<file path="src/rtl/modular_inverse_ext_euclid_assert.svh">
// Assertion macros for the modular inverse block
`ifndef MODULAR_INVERSE_EXT_EUCLID_ASSERT_SVH
`define MODULAR_INVERSE_EXT_EUCLID_ASSERT_SVH

// consequent must hold in the following cycle
`define MIE_ASSERT_NEXT(lbl, ante, cons, msg) \
    lbl: assert property (@(posedge clk) disable iff (!rst_n) (ante) |=> (cons)) \
        else $error(msg);

// consequent must hold at a later cycle than the antecedent
`define MIE_ASSERT_THREE(lbl, ante, cons, msg) \
    lbl: assert property (@(posedge clk) disable iff (!rst_n) (ante) |-> ##3 (cons)) \
        else $error(msg);

`endif

</file>
<file path="src/rtl/mie_pkg.sv">
// Types and constants shared by the modular inverse block
`timescale 1ns / 1ps
`default_nettype none

package mie_pkg;

    localparam int unsigned VALUE_W       = 16;
    localparam int unsigned MODULUS_RESET = 65537;

    typedef enum logic [2:0] {
        ST_IDLE,
        ST_ALIGN,
        ST_REDUCE,
        ST_SWAP,
        ST_FINISH
    } state_t;

    typedef struct packed {
        logic load;         // take a new request
        logic align_mode;   // comparator checks doubled divisor
        logic align_shift;  // double divisor and coefficient
        logic reduce_step;  // conditional subtract, then halve
        logic swap;         // end of one Euclid step
        logic finish;       // final correction into the output register
    } ctrl_t;

    typedef struct packed {
        logic dsh_zero;
        logic le;
        logic sh_zero;
    } stat_t;

endpackage

`default_nettype wire

</file>
<file path="src/rtl/modular_inverse_ext_euclid.sv">
// Top level of the modular inverse block (extended Euclid, iterative)
//
// Channels: a configuration write channel (cfg_valid/cfg_ready, modulus)
// that is always ready, an input channel (in_valid/in_ready, value) and a
// result channel (out_valid/out_ready, inverse). Write the modulus only
// while no request is in flight.
// Each request runs the extended Euclid algorithm on (modulus, value).
// Every Euclid step is a restoring division on one shared comparator and
// subtractor: the divisor is doubled until doubling it again would pass the
// remainder, then subtracted back down one quotient bit at a time, then a
// swap state exchanges the operands. Value 0 goes straight to finish.
// One request at a time: in_ready is high only while the sequencer idles.
// The result sits in an output register, so a new request may be taken
// while the previous result waits; if the receiver stalls, the sequencer
// holds its last cycle until the output register frees up.
// Reset clears the sequencer and output valid and sets the modulus to 65537.
`timescale 1ns / 1ps
`default_nettype none

module modular_inverse_ext_euclid
    import mie_pkg::*;
#(
    parameter int MOD_WIDTH = 17
)
(
    input  wire logic                 clk,
    input  wire logic                 rst_n,
    input  wire logic                 cfg_valid,
    output logic                      cfg_ready,
    input  wire logic [MOD_WIDTH-1:0] modulus,
    input  wire logic                 in_valid,
    output logic                      in_ready,
    input  wire logic [VALUE_W-1:0]   value,
    output logic                      out_valid,
    input  wire logic                 out_ready,
    output logic [MOD_WIDTH-1:0]      inverse
);

    `include "modular_inverse_ext_euclid_assert.svh"

    localparam logic [MOD_WIDTH-1:0] MOD_RESET = MOD_WIDTH'(MODULUS_RESET);

    logic [MOD_WIDTH-1:0] modulus_reg, modulus_next;
    logic                 out_valid_reg, out_valid_next;
    logic [MOD_WIDTH-1:0] inverse_reg, inverse_next;
    logic [MOD_WIDTH-1:0] result;
    logic                 out_free;
    ctrl_t                ctl;
    stat_t                stat;

    assign cfg_ready = 1'b1;
    assign out_free  = !out_valid_reg || out_ready;

    always_comb
    begin
        modulus_next = (cfg_valid && cfg_ready) ? modulus : modulus_reg;
    end

    always_comb
    begin
        out_valid_next = out_valid_reg;
        inverse_next   = inverse_reg;
        if (ctl.finish)
        begin
            out_valid_next = 1'b1;
            inverse_next   = result;
        end
        else if (out_ready)
        begin
            out_valid_next = 1'b0;
        end
    end

    always_ff @(posedge clk or negedge rst_n)
    begin
        if (!rst_n)
        begin
            modulus_reg   <= MOD_RESET;
            out_valid_reg <= 1'b0;
        end
        else
        begin
            modulus_reg   <= modulus_next;
            out_valid_reg <= out_valid_next;
        end
    end

    always_ff @(posedge clk)
    begin
        inverse_reg <= inverse_next;
    end

    mie_ctrl u_ctrl (
        .clk      (clk),
        .rst_n    (rst_n),
        .in_valid (in_valid),
        .out_free (out_free),
        .stat     (stat),
        .in_ready (in_ready),
        .ctl      (ctl)
    );

    mie_unit #(
        .MOD_WIDTH (MOD_WIDTH)
    ) u_unit (
        .clk     (clk),
        .ctl     (ctl),
        .modulus (modulus_reg),
        .value   (value),
        .stat    (stat),
        .result  (result)
    );

    assign out_valid = out_valid_reg;
    assign inverse   = inverse_reg;

    // sequencer is busy straight after taking a request
    `MIE_ASSERT_NEXT(a_busy_after_req, in_valid && in_ready, !in_ready, "ready while busy")

    // zero value with a free output gives a zero result via the align and finish states
    `MIE_ASSERT_THREE(a_zero_value, in_valid && in_ready && (value == '0) && !out_valid_reg, out_valid_reg && (inverse_reg == '0), "zero value gave wrong result")

endmodule

`default_nettype wire

</file>
<file path="src/rtl/mie_ctrl.sv">
// Sequencer for the modular inverse block
`timescale 1ns / 1ps
`default_nettype none

module mie_ctrl
    import mie_pkg::*;
(
    input  wire logic  clk,
    input  wire logic  rst_n,
    input  wire logic  in_valid,
    input  wire logic  out_free,
    input  wire stat_t stat,
    output logic       in_ready,
    output ctrl_t      ctl
);

    state_t state_reg;
    state_t state_next;

    always_ff @(posedge clk or negedge rst_n)
    begin
        if (!rst_n)
        begin
            state_reg <= ST_IDLE;
        end
        else
        begin
            state_reg <= state_next;
        end
    end

    always_comb
    begin
        state_next = state_reg;
        case (state_reg)
            ST_IDLE:
            begin
                if (in_valid)
                begin
                    state_next = ST_ALIGN;
                end
            end
            ST_ALIGN:
            begin
                if (stat.dsh_zero)
                begin
                    state_next = ST_FINISH;
                end
                else if (!stat.le)
                begin
                    state_next = ST_REDUCE;
                end
            end
            ST_REDUCE:
            begin
                if (stat.sh_zero)
                begin
                    state_next = ST_SWAP;
                end
            end
            ST_SWAP:
            begin
                state_next = ST_ALIGN;
            end
            ST_FINISH:
            begin
                if (out_free)
                begin
                    state_next = ST_IDLE;
                end
            end
            default:
            begin
                state_next = ST_IDLE;
            end
        endcase
    end

    always_comb
    begin
        in_ready        = (state_reg == ST_IDLE);
        ctl             = '0;
        ctl.load        = (state_reg == ST_IDLE) && in_valid;
        ctl.align_mode  = (state_reg == ST_ALIGN);
        ctl.align_shift = (state_reg == ST_ALIGN) && !stat.dsh_zero && stat.le;
        ctl.reduce_step = (state_reg == ST_REDUCE);
        ctl.swap        = (state_reg == ST_SWAP);
        ctl.finish      = (state_reg == ST_FINISH) && out_free;
    end

endmodule

`default_nettype wire

</file>
<file path="src/rtl/mie_unit.sv">
// Shared compare/subtract/shift datapath for the extended Euclid iteration
`timescale 1ns / 1ps
`default_nettype none

module mie_unit
    import mie_pkg::*;
#(
    parameter int MOD_WIDTH = 17
)
(
    input  wire logic                 clk,
    input  wire ctrl_t                ctl,
    input  wire logic [MOD_WIDTH-1:0] modulus,
    input  wire logic [VALUE_W-1:0]   value,
    output stat_t                     stat,
    output logic [MOD_WIDTH-1:0]      result
);

    localparam int OW = (MOD_WIDTH > VALUE_W) ? MOD_WIDTH : VALUE_W;
    localparam int CW = OW + 2;
    localparam int SW = $clog2(OW);

    // num: running remainder, den: divisor of this step, dsh: divisor shifted up
    logic [OW-1:0]        num_reg, num_next;
    logic [OW-1:0]        den_reg, den_next;
    logic [OW-1:0]        dsh_reg, dsh_next;
    logic [SW-1:0]        sh_reg, sh_next;
    logic signed [CW-1:0] cp_reg, cp_next;
    logic signed [CW-1:0] cc_reg, cc_next;
    logic signed [CW-1:0] csh_reg, csh_next;

    logic [OW:0]          cmp_a;
    logic                 le;
    logic [OW-1:0]        diff;
    logic signed [CW-1:0] cdiff;
    logic signed [CW-1:0] corr;

    always_ff @(posedge clk)
    begin
        num_reg <= num_next;
        den_reg <= den_next;
        dsh_reg <= dsh_next;
        sh_reg  <= sh_next;
        cp_reg  <= cp_next;
        cc_reg  <= cc_next;
        csh_reg <= csh_next;
    end

    // one comparator: doubled divisor while aligning, divisor while reducing
    assign cmp_a = ctl.align_mode ? {dsh_reg, 1'b0} : {1'b0, dsh_reg};
    assign le    = (cmp_a <= {1'b0, num_reg});
    assign diff  = num_reg - dsh_reg;
    assign cdiff = cp_reg - csh_reg;

    assign stat.dsh_zero = (dsh_reg == '0);
    assign stat.le       = le;
    assign stat.sh_zero  = (sh_reg == '0);

    assign corr   = cp_reg + $signed(CW'(modulus));
    assign result = cp_reg[CW-1] ? corr[MOD_WIDTH-1:0] : cp_reg[MOD_WIDTH-1:0];

    always_comb
    begin
        num_next = num_reg;
        den_next = den_reg;
        dsh_next = dsh_reg;
        sh_next  = sh_reg;
        cp_next  = cp_reg;
        cc_next  = cc_reg;
        csh_next = csh_reg;
        if (ctl.load)
        begin
            num_next = OW'(modulus);
            den_next = OW'(value);
            dsh_next = OW'(value);
            sh_next  = '0;
            cp_next  = '0;
            cc_next  = CW'(1);
            csh_next = CW'(1);
        end
        else if (ctl.align_shift)
        begin
            dsh_next = {dsh_reg[OW-2:0], 1'b0};
            csh_next = csh_reg <<< 1;
            sh_next  = sh_reg + SW'(1);
        end
        else if (ctl.reduce_step)
        begin
            // quotient bit set: remainder and coefficient both take the subtract
            if (le)
            begin
                num_next = diff;
                cp_next  = cdiff;
            end
            if (sh_reg != '0)
            begin
                dsh_next = {1'b0, dsh_reg[OW-1:1]};
                csh_next = csh_reg >>> 1;
                sh_next  = sh_reg - SW'(1);
            end
        end
        else if (ctl.swap)
        begin
            num_next = den_reg;
            den_next = num_reg;
            dsh_next = num_reg;
            sh_next  = '0;
            cp_next  = cc_reg;
            cc_next  = cp_reg;
            csh_next = cp_reg;
        end
    end

endmodule

`default_nettype wire

</file>
<file path="config.mk">
export PLATFORM = sky130hd
export DESIGN_NAME = modular_inverse_ext_euclid
export DESIGN_NICKNAME = d
export VERILOG_FILES = /design/src/rtl/mie_pkg.sv /design/src/rtl/modular_inverse_ext_euclid.sv /design/src/rtl/mie_ctrl.sv /design/src/rtl/mie_unit.sv
export VERILOG_INCLUDE_DIRS = /design/src /design/src/rtl
export SDC_FILE = /design/constraint.sdc
export NUM_CORES = 1
export LEC_CHECK = 0
export BUFFER_PORTS_ARGS = -buffer_cell sky130_fd_sc_hd__buf_2
export CAP_MARGIN = 20
export CORE_ASPECT_RATIO = 1.2
export CORE_MARGIN = 3
export CORE_UTILIZATION = 40
export DETAILED_ROUTE_END_ITERATION = 8
export SETUP_SLACK_MARGIN = 0.5
export SYNTH_ARGS = -nofsm -noshare
export SYNTH_HDL_FRONTEND = slang
export SYNTH_HIERARCHICAL = 1
export SYNTH_SLANG_ARGS = --single-unit
</file>
<file path="constraint.sdc">
create_clock -name clk -period 4.9 [get_ports clk]
set_input_delay 0.245 -clock clk [delete_from_list [all_inputs] [get_ports clk]]
set_output_delay 0.245 -clock clk [all_outputs]
set_load 0.02 [all_outputs]
</file>
# After elaboration in Yosys (flattened, before gate mapping)
# Index checks and enable logic that the tools add are counted.
# op_classes
add_sub_neg	5
n_lt_le_gt_ge	1
n_reduce_logical	26
mux	35
bitwise_logic	2
eq_ne	15
# ops
op	count
17-bit two-way mux	10
19-bit two-way mux	6
16-bit two-way mux	5
18-bit two-way mux	2
5-bit two-way mux	4
19-bit subtractor	1
18-bit by 17-bit less-or-equal comparator with 1-bit output	1
17-bit adder	1
17-bit logical NOT	1
17-bit subtractor	1
3-bit two-way mux	5
3-bit case mux with 5 select lines	1
2-bit by 1-bit inequality test with 1-bit output, second input constant	6
3-bit AND reduction	4
2-bit nonzero test	4
3-bit by 2-bit == test with 1-bit output, second input constant	2
3-bit by 1-bit inequality test with 1-bit output, second input constant	2
2-bit AND reduction	3
3-bit nonzero test	2
5-bit by 1-bit adder with 5-bit output, second input constant	1
5-bit logical NOT	1
5-bit nonzero test	1
5-bit by 1-bit subtractor with 5-bit output, second input constant	1
1-bit logical AND	4
12 further kinds	15
# totals
inputBits	38
output_inout_bits	20
elab_cells	98
register_bits	151

# Longest topological paths before layout
# depth
ltp_word	7
mapped_depth	22
depth_no_buf	17

# Hierarchy
# Netlist, hierarchy kept.
# modules_own_cells
module	seq_area_each_um2	cells_per_inst	area_per_inst_um2	instances
mie_unit	2752.6	1043	8543.2	1
modular_inverse_ext_euclid	963.4	58	1247.4	1
mie_ctrl	75.1	24	221.5	1

# Worst setup path after synthesis
# No wires, ideal clock.
# synth_timing
path_type	register to register
start	reg u_ctrl.state_reg[0]
end	reg u_unit.dsh_reg[0], enable pin
arrival_ps	3760
required_ps	4528
setup_slack_ps	768
path_buffers	5
setup_ps	372
synth_period_minus_slack_ps	4132
path_stages_with_launch	20
cell_sequence	dfrtp_1 > inv_1 > nor3_1 > buf_2 > clkbuf_1 > nand2_1 > o21ai_0 > ha_1 > a21o_1 > a221o_1 > a21oi_1 > a21bo_2 > nand2_1 > buf_4 > and3_1 > inv_1 > o21a_1 > clkbuf_1 > clkbuf_1 > nand2_1
# synth_lines
item	line	text
from (decl)	mie_ctrl.sv:17	state_t state_reg;
from (signal assigned)	mie_ctrl.sv:28	state_reg <= state_next;
to (signal assigned)	mie_unit.sv:42	dsh_reg <= dsh_next;
to (decl)	mie_unit.sv:26	logic [OW-1:0] dsh_reg, dsh_next;

==> impl_summary.txt <==
----------------------------------------------------
[Critical path]
  Worst setup path startpoint ... u_ctrl/state_reg[0]$_DFFE_PN0P_
  Register-to-register path setup slack ... 790 ps
  Startpoint of the most critical register-to-register path ... u_ctrl/state_reg[0]$_DFFE_PN0P_
  R2r endpoint ... u_unit/csh_reg[12]$_SDFFE_PP0P_
  Count of cells along the worst register-to-register path ... 16
  Startpoint type of the worst setup path ... flip-flop
  Required time worst endpoint ... 5260 ps
  Worst setup path end ... u_unit/csh_reg[12]$_SDFFE_PP0P_
  Classification of the worst setup path ... flip-flop to flip-flop
  WP data arrival ... 4470 ps
  Setup crit end kind ... flip-flop
  Maximum net fanout on the critical path ... 40

[Floorplan]
  Width of the die ... 150 um
  Core Area ... 24,300 um^2
  Effective utilization at floorplan ... 0.412
  Y dimension of the die ... 179 um
  I/O pin count ... 58
  Count of standard-cell rows ... 62
  DIE AREA ... 27,000 um^2

[Global route]
  Largest net degree at the start of global routing ... 82
  GRT Overall Usage ... 0.203
  Antenna violations before repair ... 0
  Vias in the first global route ... 8,051
  GR Overflow Total ... 0
  First-pass GRT wire length ... 42.9 mm

[Cells and area]
  Diode count ... 0
  Net count, final ... 1,264
  Area taken by multi-input logic gates ... 5710 um^2
  Share of layout cells above drive strength 1 ... 0.135
  Sequential Area ... 3790 um^2
  Non-filler cells in the finished layout ... 1,486
  Layout-stage area growth over the synthesis result ... 11.6%
  Fill count ... 2,317

[Synth]
  Most frequent cell after synthesis ... sky130_fd_sc_hd__nand2_1
  Top cell type's share of synthesized area ... 0.198
  Most frequently used flop master after synthesis ... sky130_fd_sc_hd__edfxtp_1
  Yosys Warn Count ... 6
  Ys async rst share ... 0.139
  Net Count, Synth ... 1,236
  Share of synthesized area occupied by flip-flops and latches ... 0.379
  Mean instance size in the synthesized netlist ... 8.90 um^2
  Synth top area cells ... sky130_fd_sc_hd__edfxtp_1 20%, sky130_fd_sc_hd__dfxtp_1 13%, sky130_fd_sc_hd__ha_1 8.7%
  Synth unique cells ... 78
  EDFF count, synth ... 66
  Area leader, netlist ... sky130_fd_sc_hd__edfxtp_1
  Most frequent cells after synthesis ... 120 x sky130_fd_sc_hd__nand2_1, 113 x sky130_fd_sc_hd__a21oi_1, 95 x sky130_fd_sc_hd__o21ai_0
  Cell count after synthesis ... 1,125
  Synthesized area ... 10,000 um^2
  Post-synthesis sequential element count ... 151

[Placement]
  Global placement routability congestion ... 0.915
  Number of port buffers ... 56
  Hpwl dp ... 19.5 mm
  Count of placed standard cells including taps ... 1,453
  Placement-stage worst setup slack ... 652 ps

[Clock tree]
  Number of buffers inserted during clock tree synthesis ... 17
  CTS tree ... yes
  Post-CTS clock slew at the launch and capture registers of the worst setup and hold paths ... 70 ps
  Setup repair bufs after CTS ... 0
  Clock tree root driver cell ... sky130_fd_sc_hd__clkbuf_16
  Maximum clock insertion buffer count ... 2
  Clock latency reported for the late side of the worst-skew pair ... 430 ps
  H-tree levels ... 4
  TritonCTS sink count ... 151

[Drt]
  Antenna violation net count after detailed routing ... 0
  Detail-routed net length per standard cell ... 18.3 um
  Metal3 WL ... 796 um
  Top layer in use ... met4
  Initial DRT Pass Iterations ... 6
  DRC violation count after routing ... 0
  Via density per instance ... 5.58
  Number of DRC violations after detailed-routing iteration 0 ... 523
  Met2 routed wirelength ... 14.0 mm
  Length of routed wiring on met1 ... 11.9 mm
  Overall via count from detail_route ... 8,295
  Routed wire length ... 27.1 mm

[Timing]
  Headroom to the max-slew limit ... 0.327
  Final Cycle Share ... 0.838
  Setup TNS ... 0 ps
  Worst setup skew after layout ... 10.8 ps
  Period minus WS final ... 4110 ps
  Final setup viols ... 0
  Worst hold slack ... 40.7 ps
  Slew @ Worst Pin ... 1010 ps
  RSZ-0062 raised after global routing ... no
  Final critical-path setup slack ... 792 ps
  Final hold viol count ... 0
  Highest attainable clock frequency ... 0.243 GHz
  Final Max Tran Viols ... 0

[Flow run]
  Count of max-cap constraint violations ... 0

[Worst hold path]
  Classification of the worst-slack hold path ... primary input to flip-flop

[Run status]
  Run status ... completed

----------------------------------------------------
through the flow:
step | utilization | instance area (um^2)
after detailed placement | 0.434 | 10500
after floorplan | - | 10000
after global routing | 0.460 | 11200
final | 0.460 | 11200
after global placement | 0.434 | 10500
after CTS | 0.460 | 11200
per-layer routing:
layer	vias to the layer above	global-route usage
li1	4131	-
met1	3988	0.249
met3	34	0.0311
met4	0	0.0584
met2	142	0.368
met5	-	0
cells by family (layout without fill, tap and decap cells):
logic type / count (synthesis) / in the layout / share of synthesized area
other cells: 1 / 1 / 0.000375
flops: 151 / 151 / 0.379
buf+inv: 126 / 167 / 0.0535
simple gates: 314 / 314 / 0.143
compound gates: 361 / 361 / 0.229
mux: 65 / 65 / 0.0725
fa+ha+maj: 73 / 73 / 0.0935
xor+xnor: 34 / 34 / 0.0297
how the worst min path moves through the flow:
stage	end	slack, ps	start	depth (start not counted)
floorplan	modulus_reg[10]$_DFFE_PN0P_	-50	rst_n	0
global placement	modulus_reg[11]$_DFFE_PN0P_	260	rst_n	1
detailed placement	modulus_reg[9]$_DFFE_PN0P_	260	rst_n	1
CTS	modulus_reg[7]$_DFFE_PN0P_	30	modulus[7]	2
global route	modulus_reg[7]$_DFFE_PN0P_	30	modulus[7]	2
finish	modulus_reg[7]$_DFFE_PN0P_	40	modulus[7]	2
worst max-delay path, stage by stage, from the launching register on:
cell and delay [ps]:
sky130_fd_sc_hd__dfrtp_1 480, sky130_fd_sc_hd__inv_1 130, sky130_fd_sc_hd__nor3_2 210, sky130_fd_sc_hd__buf_6 260, sky130_fd_sc_hd__mux2_2 360, sky130_fd_sc_hd__ha_1 290, sky130_fd_sc_hd__nand3_1 110, sky130_fd_sc_hd__a211oi_1 350
sky130_fd_sc_hd__nand4_1 250, sky130_fd_sc_hd__nand2_1 180, sky130_fd_sc_hd__and3_4 330, sky130_fd_sc_hd__inv_1 160, sky130_fd_sc_hd__o21a_1 240, sky130_fd_sc_hd__buf_6 250, sky130_fd_sc_hd__a211oi_1 270, sky130_fd_sc_hd__a21oi_1 60
sky130_fd_sc_hd__nor2_1 80
what timing repair did:
action	in CTS	in global routing
hold buffers	1	0
endpoints found under the hold margin	19	0
setup endpoints to repair	0	39
resized for setup	0	3
cell usage in the layout (no fill, tap or decap), types with 35 or more instances in the layout:
cell type,Yosys,final
sky130_fd_sc_hd__nand2_1,120,120
sky130_fd_sc_hd__a21oi_1,113,113
sky130_fd_sc_hd__o21ai_0,95,95
sky130_fd_sc_hd__nor2_1,91,91
sky130_fd_sc_hd__ha_1,70,70
sky130_fd_sc_hd__edfxtp_1,66,66
sky130_fd_sc_hd__dfxtp_1,64,64
sky130_fd_sc_hd__inv_1,62,62
sky130_fd_sc_hd__buf_2,4,56
sky130_fd_sc_hd__a211oi_1,40,40
sky130_fd_sc_hd__mux2i_1,35,35
cell type report:
class / count / area share
inverters: 63 / 0.0212
repair buffers: 72 / 0.0367
flip-flops and latches: 151 / 0.339
clock buffers: 24 / 0.0460
clock inverters: 8 / 0.00974
well taps: 320 / 0.0358
multi-input cells: 848 / 0.511
Power is not shown: default switching activity piles up to over one toggle a cycle in this logic, so the estimate is an artifact.
